## config.mk

```make
export PLATFORM = sky130hd
export DESIGN_NAME = tsc_back
export DESIGN_NICKNAME = d
export VERILOG_FILES = /design/src/tsc_pkg.sv /design/src/tsc_back.sv
export SDC_FILE = /design/constraint.sdc
export NUM_CORES = 1
export LEC_CHECK = 0
export BUFFER_PORTS_ARGS = -buffer_cell sky130_fd_sc_hd__buf_4
export CORE_UTILIZATION = 45
export CTS_BUF_LIST = sky130_fd_sc_hd__clkbuf_4 sky130_fd_sc_hd__clkbuf_8 sky130_fd_sc_hd__clkbuf_16
export DETAILED_ROUTE_END_ITERATION = 12
export GPL_TIMING_DRIVEN = 0
export MAX_ROUTING_LAYER = met4
export PLACE_DENSITY = 0.66
export SLEW_MARGIN = 0
export SYNTH_ARGS = -nofsm -noshare
export SYNTH_HDL_FRONTEND = slang
export SYNTH_SLANG_ARGS = --single-unit
export TNS_END_PERCENT = 20
```

## constraint.sdc

```tcl
create_clock -name clk -period 2.4 [get_ports clk]
set_input_delay 0.24 -clock clk [delete_from_list [all_inputs] [get_ports clk]]
set_output_delay 0.24 -clock clk [all_outputs]
set_load 0.03 [all_outputs]
```

## src/tsc_pkg.sv

```systemverilog
package tsc_pkg;

  localparam int NUM_PROBES = 4;
  localparam int PROBE_W    = 2;
  localparam int CNT_CFG_W  = 3;
  localparam int POS_W      = 4;
  localparam int Q_DEPTH    = 2;
  localparam int Q_PTR_W    = 1;
  localparam int Q_CNT_W    = 2;

  localparam logic [POS_W-1:0] POS_TEMP_LO = 4'd0;
  localparam logic [POS_W-1:0] POS_TEMP_HI = 4'd1;
  localparam logic [POS_W-1:0] POS_CRC     = 4'd8;

  localparam logic [7:0]         CRC_POLY   = 8'h8C;
  localparam logic signed [15:0] NO_READING = 16'shF810;

  localparam logic OP_BYTE        = 1'b0;
  localparam logic OP_NO_PRESENCE = 1'b1;

  typedef enum logic [1:0] {
    ST_FRESH   = 2'd0,
    ST_CRC_BAD = 2'd1,
    ST_NO_PRES = 2'd2,
    ST_ABSENT  = 2'd3
  } status_e_t;

  typedef enum logic {
    CMD_FRAME  = 1'b0,
    CMD_NOPRES = 1'b1
  } cmd_kind_t;

  typedef struct packed {
    logic               op;
    logic [PROBE_W-1:0] probe;
    logic [7:0]         data_byte;
  } in_word_t;

  typedef struct packed {
    logic [PROBE_W-1:0] probe_out;
    logic signed [15:0] temperature;
    logic [1:0]         status;
  } out_word_t;

  typedef struct packed {
    cmd_kind_t          kind;
    logic [PROBE_W-1:0] probe;
    logic               crc_ok;
    logic signed [15:0] temp;
  } cmd_t;

  typedef struct packed {
    logic wr_en;
  } cq_ctl_t;

  function automatic logic [7:0] crc8_byte(logic [7:0] crc, logic [7:0] b);
    logic [7:0] v;
    v = crc ^ b;
    for (int k = 0; k < 8; k++) begin
      v = v[0] ? ((v >> 1) ^ CRC_POLY) : (v >> 1);
    end
    return v;
  endfunction

endpackage

```

## src/tsc_back.sv

```systemverilog
module tsc_back (
  input  logic                         clk,
  input  logic                         rst_n,
  input  logic                         cfg_we,
  input  logic [tsc_pkg::CNT_CFG_W-1:0] cfg_wdata,
  input  logic                         cq_empty,
  input  tsc_pkg::cmd_t                cmd_i,
  output logic                         cq_rd,
  output logic                         empty,
  input  logic                         pop,
  output tsc_pkg::out_word_t           out_word
);
  import tsc_pkg::*;

  logic [CNT_CFG_W-1:0] present_cnt_r;
  logic signed [15:0]   last_r [NUM_PROBES];
  out_word_t            oq_r [Q_DEPTH];
  logic [Q_PTR_W-1:0]   wp_r, rp_r;
  logic [Q_CNT_W-1:0]   cnt_r;
  logic                 take, popped, present, store;
  logic signed [15:0]   held;
  out_word_t            res;

  assign take     = !cq_empty && (cnt_r != Q_CNT_W'(Q_DEPTH));
  assign cq_rd    = take;
  assign empty    = (cnt_r == '0);
  assign popped   = pop && !empty;
  assign out_word = oq_r[rp_r];

  assign present = (CNT_CFG_W'(cmd_i.probe) < present_cnt_r)
                && (32'(cmd_i.probe) < NUM_PROBES);
  assign held    = last_r[cmd_i.probe];
  assign store   = take && cmd_i.kind == CMD_FRAME && present && cmd_i.crc_ok;

  always_comb begin
    res.probe_out   = cmd_i.probe;
    res.temperature = NO_READING;
    res.status      = ST_ABSENT;
    if (present) begin
      if (cmd_i.kind == CMD_NOPRES) begin
        res.temperature = held;
        res.status      = ST_NO_PRES;
      end else if (cmd_i.crc_ok) begin
        res.temperature = cmd_i.temp;
        res.status      = ST_FRESH;
      end else begin
        res.temperature = held;
        res.status      = ST_CRC_BAD;
      end
    end
  end

  always_ff @(posedge clk) begin
    if (take) begin
      oq_r[wp_r] <= res;
    end
  end

  always_ff @(posedge clk) begin
    if (!rst_n) begin
      present_cnt_r <= '0;
      wp_r          <= '0;
      rp_r          <= '0;
      cnt_r         <= '0;
      for (int i = 0; i < NUM_PROBES; i++) begin
        last_r[i] <= NO_READING;
      end
    end else begin
      if (cfg_we) begin
        present_cnt_r <= cfg_wdata;
      end
      if (store) begin
        last_r[cmd_i.probe] <= cmd_i.temp;
      end
      if (take) begin
        wp_r <= wp_r + 1'b1;
      end
      if (popped) begin
        rp_r <= rp_r + 1'b1;
      end
      cnt_r <= cnt_r + Q_CNT_W'(take) - Q_CNT_W'(popped);
    end
  end

  a_oq_range: assert property (@(posedge clk) disable iff (!rst_n)
    cnt_r <= Q_CNT_W'(Q_DEPTH)) else $error("result queue overflow");

  a_store: assert property (@(posedge clk) disable iff (!rst_n)
    store |=> last_r[$past(cmd_i.probe)] == $past(cmd_i.temp))
    else $error("fresh temperature not stored");

  a_fresh_src: assert property (@(posedge clk) disable iff (!rst_n)
    take && res.status == ST_FRESH |-> cmd_i.kind == CMD_FRAME && cmd_i.crc_ok)
    else $error("fresh result without good crc");

endmodule
```

After elaboration in Yosys (flattened, before gate mapping)
Memories as Yosys holds them, arrays and structs flattened. A register that Yosys moved wholly into a read port is not among the register bits.
Index checks and enable logic that the tools add are counted.
{"block": "word_totals", "register_bits": 7, "mem_bits_rw": 104, "inputBits": 28, "word_cells": 36, "n_memories": 2}
{"memory": "last_r", "words": 4, "word_bits": 16, "read_ports": 1, "rd_clocked_by_memory_dff": 0, "write_ports": 4, "line_no": "tsc_back.sv:16", "rtl": "logic signed [15:0] last_r [NUM_PROBES];"}
{"memory": "oq_r", "words": 2, "word_bits": 20, "read_ports": 1, "rd_clocked_by_memory_dff": 1, "write_ports": 1, "line_no": "tsc_back.sv:17", "rtl": "out_word_t oq_r [Q_DEPTH];"}
{"block": "op_classes", "n_addsub": 4, "order_cmp": 1, "n_eq_ne": 1, "mux": 14, "bitwise_logic": 1, "reduce_logical": 9}
{"op": "18-bit 2-to-1 mux", "n": 3}
{"op": "16-bit 2-to-1 mux", "n": 1}
{"op": "16-bit OR reduction", "n": 1}
{"op": "1-bit 2-to-1 mux", "n": 9}
{"op": "1-bit logical AND", "n": 5}
{"op": "2-bit by 3-bit < comparator with 1-bit output", "n": 1}
{"op": "1-bit adder (second input constant)", "n": 2}
{"op": "2-bit by 1-bit adder with 2-bit output", "n": 1}
{"op": "1-bit zero test", "n": 2}
{"op": "2-bit zero test", "n": 1}
{"op": "2-bit 2-to-1 mux", "n": 1}
{"op": "2-bit != test (second input constant)", "n": 1}
{"op": "2-bit by 1-bit subtractor with 2-bit output", "n": 1}
{"op": "1-bit NOT", "n": 1}

Logic depth before layout (Yosys ltp)
Gate-level depths: netlist of run 1.
{"block": "logic_depth", "ltp_word": 10, "ltp_mapped": 8, "mapped_depth_nobuf": 8}

Worst setup path before layout of run 1
Ideal clock, no wire load.
{"block": "synth_path", "kind": "register to register", "startpoint": "register cnt_r[0]", "endpoint": "memory last_r[3][0] (enable)", "arrival_ns": 2.560, "t_required_ns": 1.989, "path_slack_ns": -0.571, "stages_incl_launch_ff": 5, "period_less_slack_ns": 2.971, "cell_sequence": "dfxtp_1 and2b_1 nor2_1 o211ai_1 o21ai_0"}
{"item": "from (decl)", "line_no": "tsc_back.sv:19", "rtl": "logic [Q_CNT_W-1:0] cnt_r;"}
{"item": "from (signal assigned)", "line_no": "tsc_back.sv:81", "rtl": "cnt_r <= cnt_r + Q_CNT_W'(take) - Q_CNT_W'(popped);"}
{"item": "to (decl)", "line_no": "tsc_back.sv:16"}

==> impl_results.md, run 1 <==
* Clk pin slew, worst setup/hold paths at about 0.10 ns
* First-pass GRT wire length at about 16 mm
* Crit Path Class: reg2reg
* Vias at approximately 2900
* GPL Wtd Cong at 0.778
* Register area share after synthesis at 67.6%
* Finished Core Util at a little over half
* Post-synth top area share at between 60% and 70%
* Yosys top cell by area: edfxtp_1
* CP delay by family, top: compound AO/OA/AOI/OAI gates
* Skew final at approximately 0.0086 ns
* Number of cells on the critical path at 6
* Antenna fix cells at 0
* Leakage power at approximately 0.0019 uW
* # nets final at 440
* Routed wire length at ~10 mm
* DR DRC count at 0
* Area grow syn2layout at 15.6%
* Synth Net Count at 379
* Top cells by area, synth: edfxtp_1 64%, mux4_2 7.4%, nand2_1 5.0%
* Worst-Margin Slew at just over 0.8 ns
* HPWL Detailed at around 6.7 mm
* Critical path startpoint category: flip-flop
* CP bufs+invs at 2
* Tot Pwr at about 4400 uW
* Share of cells above drive strength 1 at 29.5%
* Power Dens Cells at 789 mW/mm^2
* Max VDD drop at slightly above 0.4 mV
* Root Buffer: clkbuf_8
* Largest net degree at the start of global routing at 21
* Worst setup EP type: flip-flop
* FP Rows at 37
* Num CTS Buffers at 9
* Tmin final at 2.17 ns
* Count leader, synth: edfxtp_1
* Non-Filler Instances at approximately 550
* Warnings, synthesis at 0
* DR pass1 iterations at 4
* Synth top cells by count: 104 x edfxtp_1, 65 x nand2_1, 44 x nor2_1
* Period utilisation layout at between 90% and 100%
* Hold path depth at 1
* Worst path required time at ~2.4 ns
* Syn Std Cell Area at 0.00486 sq mm
* # clock sinks at approximately 110
* Die Height at approximately 110 um
* R2R cell count at 6
* Fin. max-slew vios at 0
* CTS tree: done
* I/O pins at 50
* FMAX at 462 MHz
* GRT Total Usage at roughly a fifth
* Slew Limit Headroom at a little under half
* Initial antenna violation count at 0
* Worst Path Max Fanout at 16
* Netlist cell types at 31
* Outcome: finished clean
* Via density at around 5.2
* Hold crit path type: in2reg
* Final setup vio count at 0
* Post-Syn Instances at around 350
* Final hold vios at 0
* Die ar. at 0.0112 sq mm
* Top_reg_cell synth: edfxtp_1
* RSZ-0062 raised after global routing: no
* Dpl cells at 533
* Slowest-stage cell, CP: nand2_2
* DR WL/cell at 17.9 um
* WHS at slightly below 0.1 ns
* Worst EP arrival at 2.18 ns
* Clock buffer depth at 2
* Area of the core at 0.0104 sq mm
* Max-cap violations at 0
* Gr ovfl total at 0
* Port Buffer Count at 48
* Post-DRT Antenna Nets at 0
* Chip width at between 100 and 150 um
* Async SR Flop Fraction at 0%
* Slowest stage delay, CP at 0.38 ns
* Post-synth EDFFs at ~100
* H-tree depth at 3
* Avg Inst Size Synth at 14.0 sq um
* Initial core utilization at between 40% and 50%
* Vias in the first global route at around 3000
* Worst-Skew Late Latency at around 0.36 ns
* Seq cells post-synth at ~110
* CP Cell Sequence: inv_1 -> ha_1 -> a21oi_1 -> o2111ai_1 -> buf_2 -> nand2_2
* Iter 0 DRT Violations at 220
## where the power goes
group          switching, uW  internal, uW
Sequential              44.5          2300
Clock                    621           380
Combinational            658           431
Total                   1320          3110
## worst paths after layout
| check | start | to | slack (ns) |
|---|---|---|---|
| max | present_cnt_r[1] | last_r[0][0] | 0.23 |
| min | cmd_i[17] | oq_r[0][18] | 0.1 |
| max reg2reg | present_cnt_r[1] | last_r[0][0] | 0.23 |
| min reg2reg | present_cnt_r[1] | present_cnt_r[1] | 0.54 |
## through the flow
stage | setup slack (ns) | TNS [ns] | instance area [sq um]
3_5_place_dp | -0.247 | -6.44 | 5410
4_1_cts | 0.0333 | 0 | 5590
2_1_floorplan | -0.0467 | -0.935 | 4860
5_1_grt | 0.0968 | 0 | 5620
6_report | 0.234 | 0 | 5620
3_3_place_gp | -0.827 | -23.00 | 5390
## logic make-up (layout without fill, tap and decap cells)
family                   Yosys count  count (layout)  synth area share (%)
AO/OA/AOI/OAI                     22              22                  3.22
XOR/XNOR                           3               3                 0.541
adder cells (fa/ha/maj)            3               3                 0.772
buffers and inverters             22              87                  2.09
flip-flops                       112             112                  67.6
multiplexers                      39              39                  12.7
AND/OR/NAND/NOR                  147             147                  13.2
## flip-flops by register name, summed over array words and instances (netlist names), named ones only
register	count
cnt_r	2
present_cnt_r	3
rp_r	1
wp_r	1
oq_r	40
last_r	64
## routing by layer
| layer | vias to the layer above | global-route usage (%) | share of wire, % |
|---|---|---|---|
| met5 | - | - | 0 |
| met4 | 0 | 8.43 | 1.9 |
| li1 | 1375 | - | - |
| met3 | 14 | 3.31 | 6.7 |
| met2 | 99 | 32.9 | 51 |
| met1 | 1366 | 23.5 | 41 |
## cells in the final DEF, fill, tap and decap left out, types with 2 or more instances in the layout
cell	Yosys	final
mux2i_1	3	3
nor2b_1	14	14
nand2b_1	4	4
clkinv_2	0	2
o21ai_1	2	2
clkbuf_1	7	7
mux4_2	16	16
dfxtp_1	8	8
mux2_2	20	20
buf_6	1	2
edfxtp_1	104	104
buf_2	9	9
nand3_1	12	12
xnor2_1	3	3
buf_4	0	48
nand2_2	0	3
a21oi_1	11	11
nor4_1	2	2
inv_1	4	4
a21boi_2	2	2
nor2_1	44	43
clkbuf_8	0	9
ha_1	3	3
nand2_1	65	62
inv_6	0	3
and2_1	3	2
## what timing repair did
action / CTS / global route
buffers inserted: 0 / 1
resized for setup: 2 / 4
pin swaps: 0 / 1
hold buffers: 0 / 0
hold endpoints to repair: 0 / 0
setup endpoints to repair: 32 / 84
## area by class of cell
cell class / count / area (sq um)
buffer: 18 / 86.3
sequential: 112 / 3280
tap: 136 / 170
multi-input combinational: 214 / 1500
inverter: 4 / 15.0
timing repair buffer: 50 / 392
fill: 886 / 4800
clock inverter: 6 / 43.8
clock buffer: 9 / 124
No activity file was read; power rests on OpenSTA's default activity.
==> run 2, diff against run 1 <==
SETUP_SLACK_MARGIN = 0.3   (was default)
==> run 2 against run 1 <==
  * Final area is 0.85% higher
  * Sequential cell count stayed put
  * Die area stayed put
  * Critical path depth is 1 lower
  * Clock skew is 0.0083 ns higher
  * Maximum frequency is 1.1% higher
  * Clock power is 12% higher
  * Non-clock buffer count stayed put
  * First-iteration DRC count is 9.5% higher
  * Register-to-register slack better by 0.02 ns
  * Setup slack better by 0.025 ns
==> impl_results.md, run 2 (synthesis gave the netlist of run 1 again) <==
* Num CTS Buffers at 9 (unchanged)
* Commonest cells after routing, fill and taps aside: 104 x edfxtp_1, 62 x nand2_1, 48 x buf_4, 43 x nor2_1, 20 x mux2_2
* Fin. max-slew vios at 0 (unchanged)
* Chip width at 106 um (unchanged)
* Initial core utilization at 46.7% (unchanged)
* DR pass1 iterations at 4 (unchanged)
* CP Cell Sequence: and2b_1 -> nor4_1 -> o21ai_1 -> buf_2 -> nand2_2
* Via density at 5.16 (-0.78%)
* Tmin final at 2.14 ns (-0.0246 ns)
* Worst-Margin Slew at 0.785 ns (-0.0227 ns)
* RSZ-0062 raised after global routing: yes
* Max VDD drop at 0.391 mV (-4.9%)
* Worst setup EP type: flip-flop
* I/O pins at 50 (unchanged)
* Slew Limit Headroom at 47.5% (+1.5 points)
* Die Height at 106 um (unchanged)
* Place WS at -0.242 ns (+0.00517 ns)
* FMAX at 467 MHz (+1.1%)
* Share of cells above drive strength 1 at 29.5% (-0.071 points)
* Area grow syn2layout at 16.6%
* Critical path startpoint category: flip-flop
* Largest regs: last_r x64, oq_r x40, present_cnt_r x3
* Non-Filler Instances at 550 (+0.18%)
* GPL Wtd Cong at 0.773 (-0.62%)
* CTS tree: done
* Root Buffer: clkbuf_8
* DR WL/cell at 17.3 um (-3.0%)
* Outcome: finished clean
* Vias in the first global route at 2939 (-1.6%)
* Initial antenna violation count at 0 (unchanged)
* Slack of the critical path at 0.259 ns (+0.0246 ns)
* Final hold vios at 0 (unchanged)
* Filler cells at 882 (-0.45%)
* H-tree depth at 3 (unchanged)
* Post-DRT Antenna Nets at 0 (unchanged)
* Crit Path Class: reg2reg
* Finished Core Util at 54.4% (+0.46 points)
* FP Rows at 37 (unchanged)
* Gr ovfl total at 0 (unchanged)
* Largest Register: last_r
* DR DRC count at 0 (unchanged)
* Routed wire length at 9.54 mm (-2.8%)
* HPWL Detailed at 6.54 mm (-1.8%)
* GRT Total Usage at 18.5% (-1.1 points)
* Post-Place Cell Area at 0.00542 sq mm (+0.23%)
* Iter 0 DRT Violations at 241 (+9.5%)
* # clock sinks at 112 (unchanged)
* Fin area at 0.00566 sq mm (+0.85%)
* Worst EP arrival at 2.16 ns (-0.02 ns)
* Commonest non-fill, non-tap cell in the layout: edfxtp_1
* Worst Path Max Fanout at 16 (unchanged)
* Skew final at 0.0169 ns (+0.00833 ns)
* Dpl cells at 533 (unchanged)
* Antenna fix cells at 0 (unchanged)
* Largest net degree at the start of global routing at 21 (unchanged)
* Final setup vio count at 0 (unchanged)
* Port Buffer Count at 48 (unchanged)
* Area of the core at 0.0104 sq mm (unchanged)
* Hold crit path type: in2reg
* Leakage power at 0.00189 uW (+1.1%)
* Max-cap violations at 0 (unchanged)
* Slowest stage delay, CP at 0.38 ns (about the same)
* Die ar. at 0.0112 sq mm (unchanged)
* Worst path required time at 2.41 ns (about the same)
* Slowest-stage cell, CP: nand2_2
* # nets final at 440 (unchanged)
* First-pass GRT wire length at 14.9 mm (-4.3%)
* Vias at 2837 (-0.60%)
* Clk pin slew, worst setup/hold paths at 0.10 ns (about the same)
* Largest register FFs at 64 (unchanged)
* Worst-Skew Late Latency at 0.36 ns (about the same)
* Period utilisation layout at 89.2% (-1.0 points)
* Clock buffer depth at 2 (unchanged)
* Power Dens Cells at 805 mW/mm^2 (+2.0%)
==> run 2: changes by cell type in the layout (fill, tap and decap cells not counted), sizes merged <==
cell,before,now
bufinv,0,1
clkinvlp,1,0
inv,7,5
clkbuf,16,17
clkinv,2,4
==> run 2: power by group <==
group	leakage, uW	switching [uW]	internal, uW
clock network	0.000102	619	501
logic	0.000789	660	438
registers	0.00100	43.9	2300
==> run 2: final timing paths <==
kind	slack, ns	from	cells after the start	end
setup / recovery	0.26	cnt_r[0]	5	last_r[1][10]
hold / removal	0.10	cmd_i[17]	1	oq_r[1][18]
setup reg to reg	0.26	cnt_r[0]	5	last_r[1][10]
hold reg to reg	0.54	present_cnt_r[1]	2	present_cnt_r[1]
==> run 2: metrics by stage <==
step	power, uW	setup TNS (ns)	hold WS [ns]
detailed placement	3500	-5.40	0.462
global placement	3460	-4.45	0.465
finish	4560	0	0.101
global route	4760	0	0.0834
CTS	4590	0	0.0851
floorplan	3110	0	0.339
==> run 2: critical path: cells and delay by family (launching register included) <==
family,cells,cell delay [ns]
buf+inv,1,0.23
compound gates,1,0.16
flops,1,0.36
simple gates,3,1.04
==> run 2: layout make-up <==
type                    count  area, sq um  area share (%)
flip-flops and latches    112         3280            58.0
clock inverters             6         68.8            1.21
multi-input cells         214         1510            26.7
inverters                   4         15.0           0.265
repair buffers             50          395            6.98
clock buffers              10          131            2.32
well taps                 136          170            3.00
plain buffers              18         86.3            1.52
==> run 2: what timing repair did <==
action                                  CTS  global route
endpoints found under the setup margin   84            81
hold buffers                              0             0
pin swaps                                 0             1
buffers inserted                          0             1
gates resized for setup                   6             0
==> run 2: per-layer routing <==
metal | wire (um) | up-vias | track usage [%]
li1 | - | 1379 | -
met1 | 3930 | 1375 | 22.4
met2 | 4930 | 72 | 31.6
met3 | 547 | 11 | 3.43
met4 | 120 | 0 | 6.05
met5 | 0 | - | -
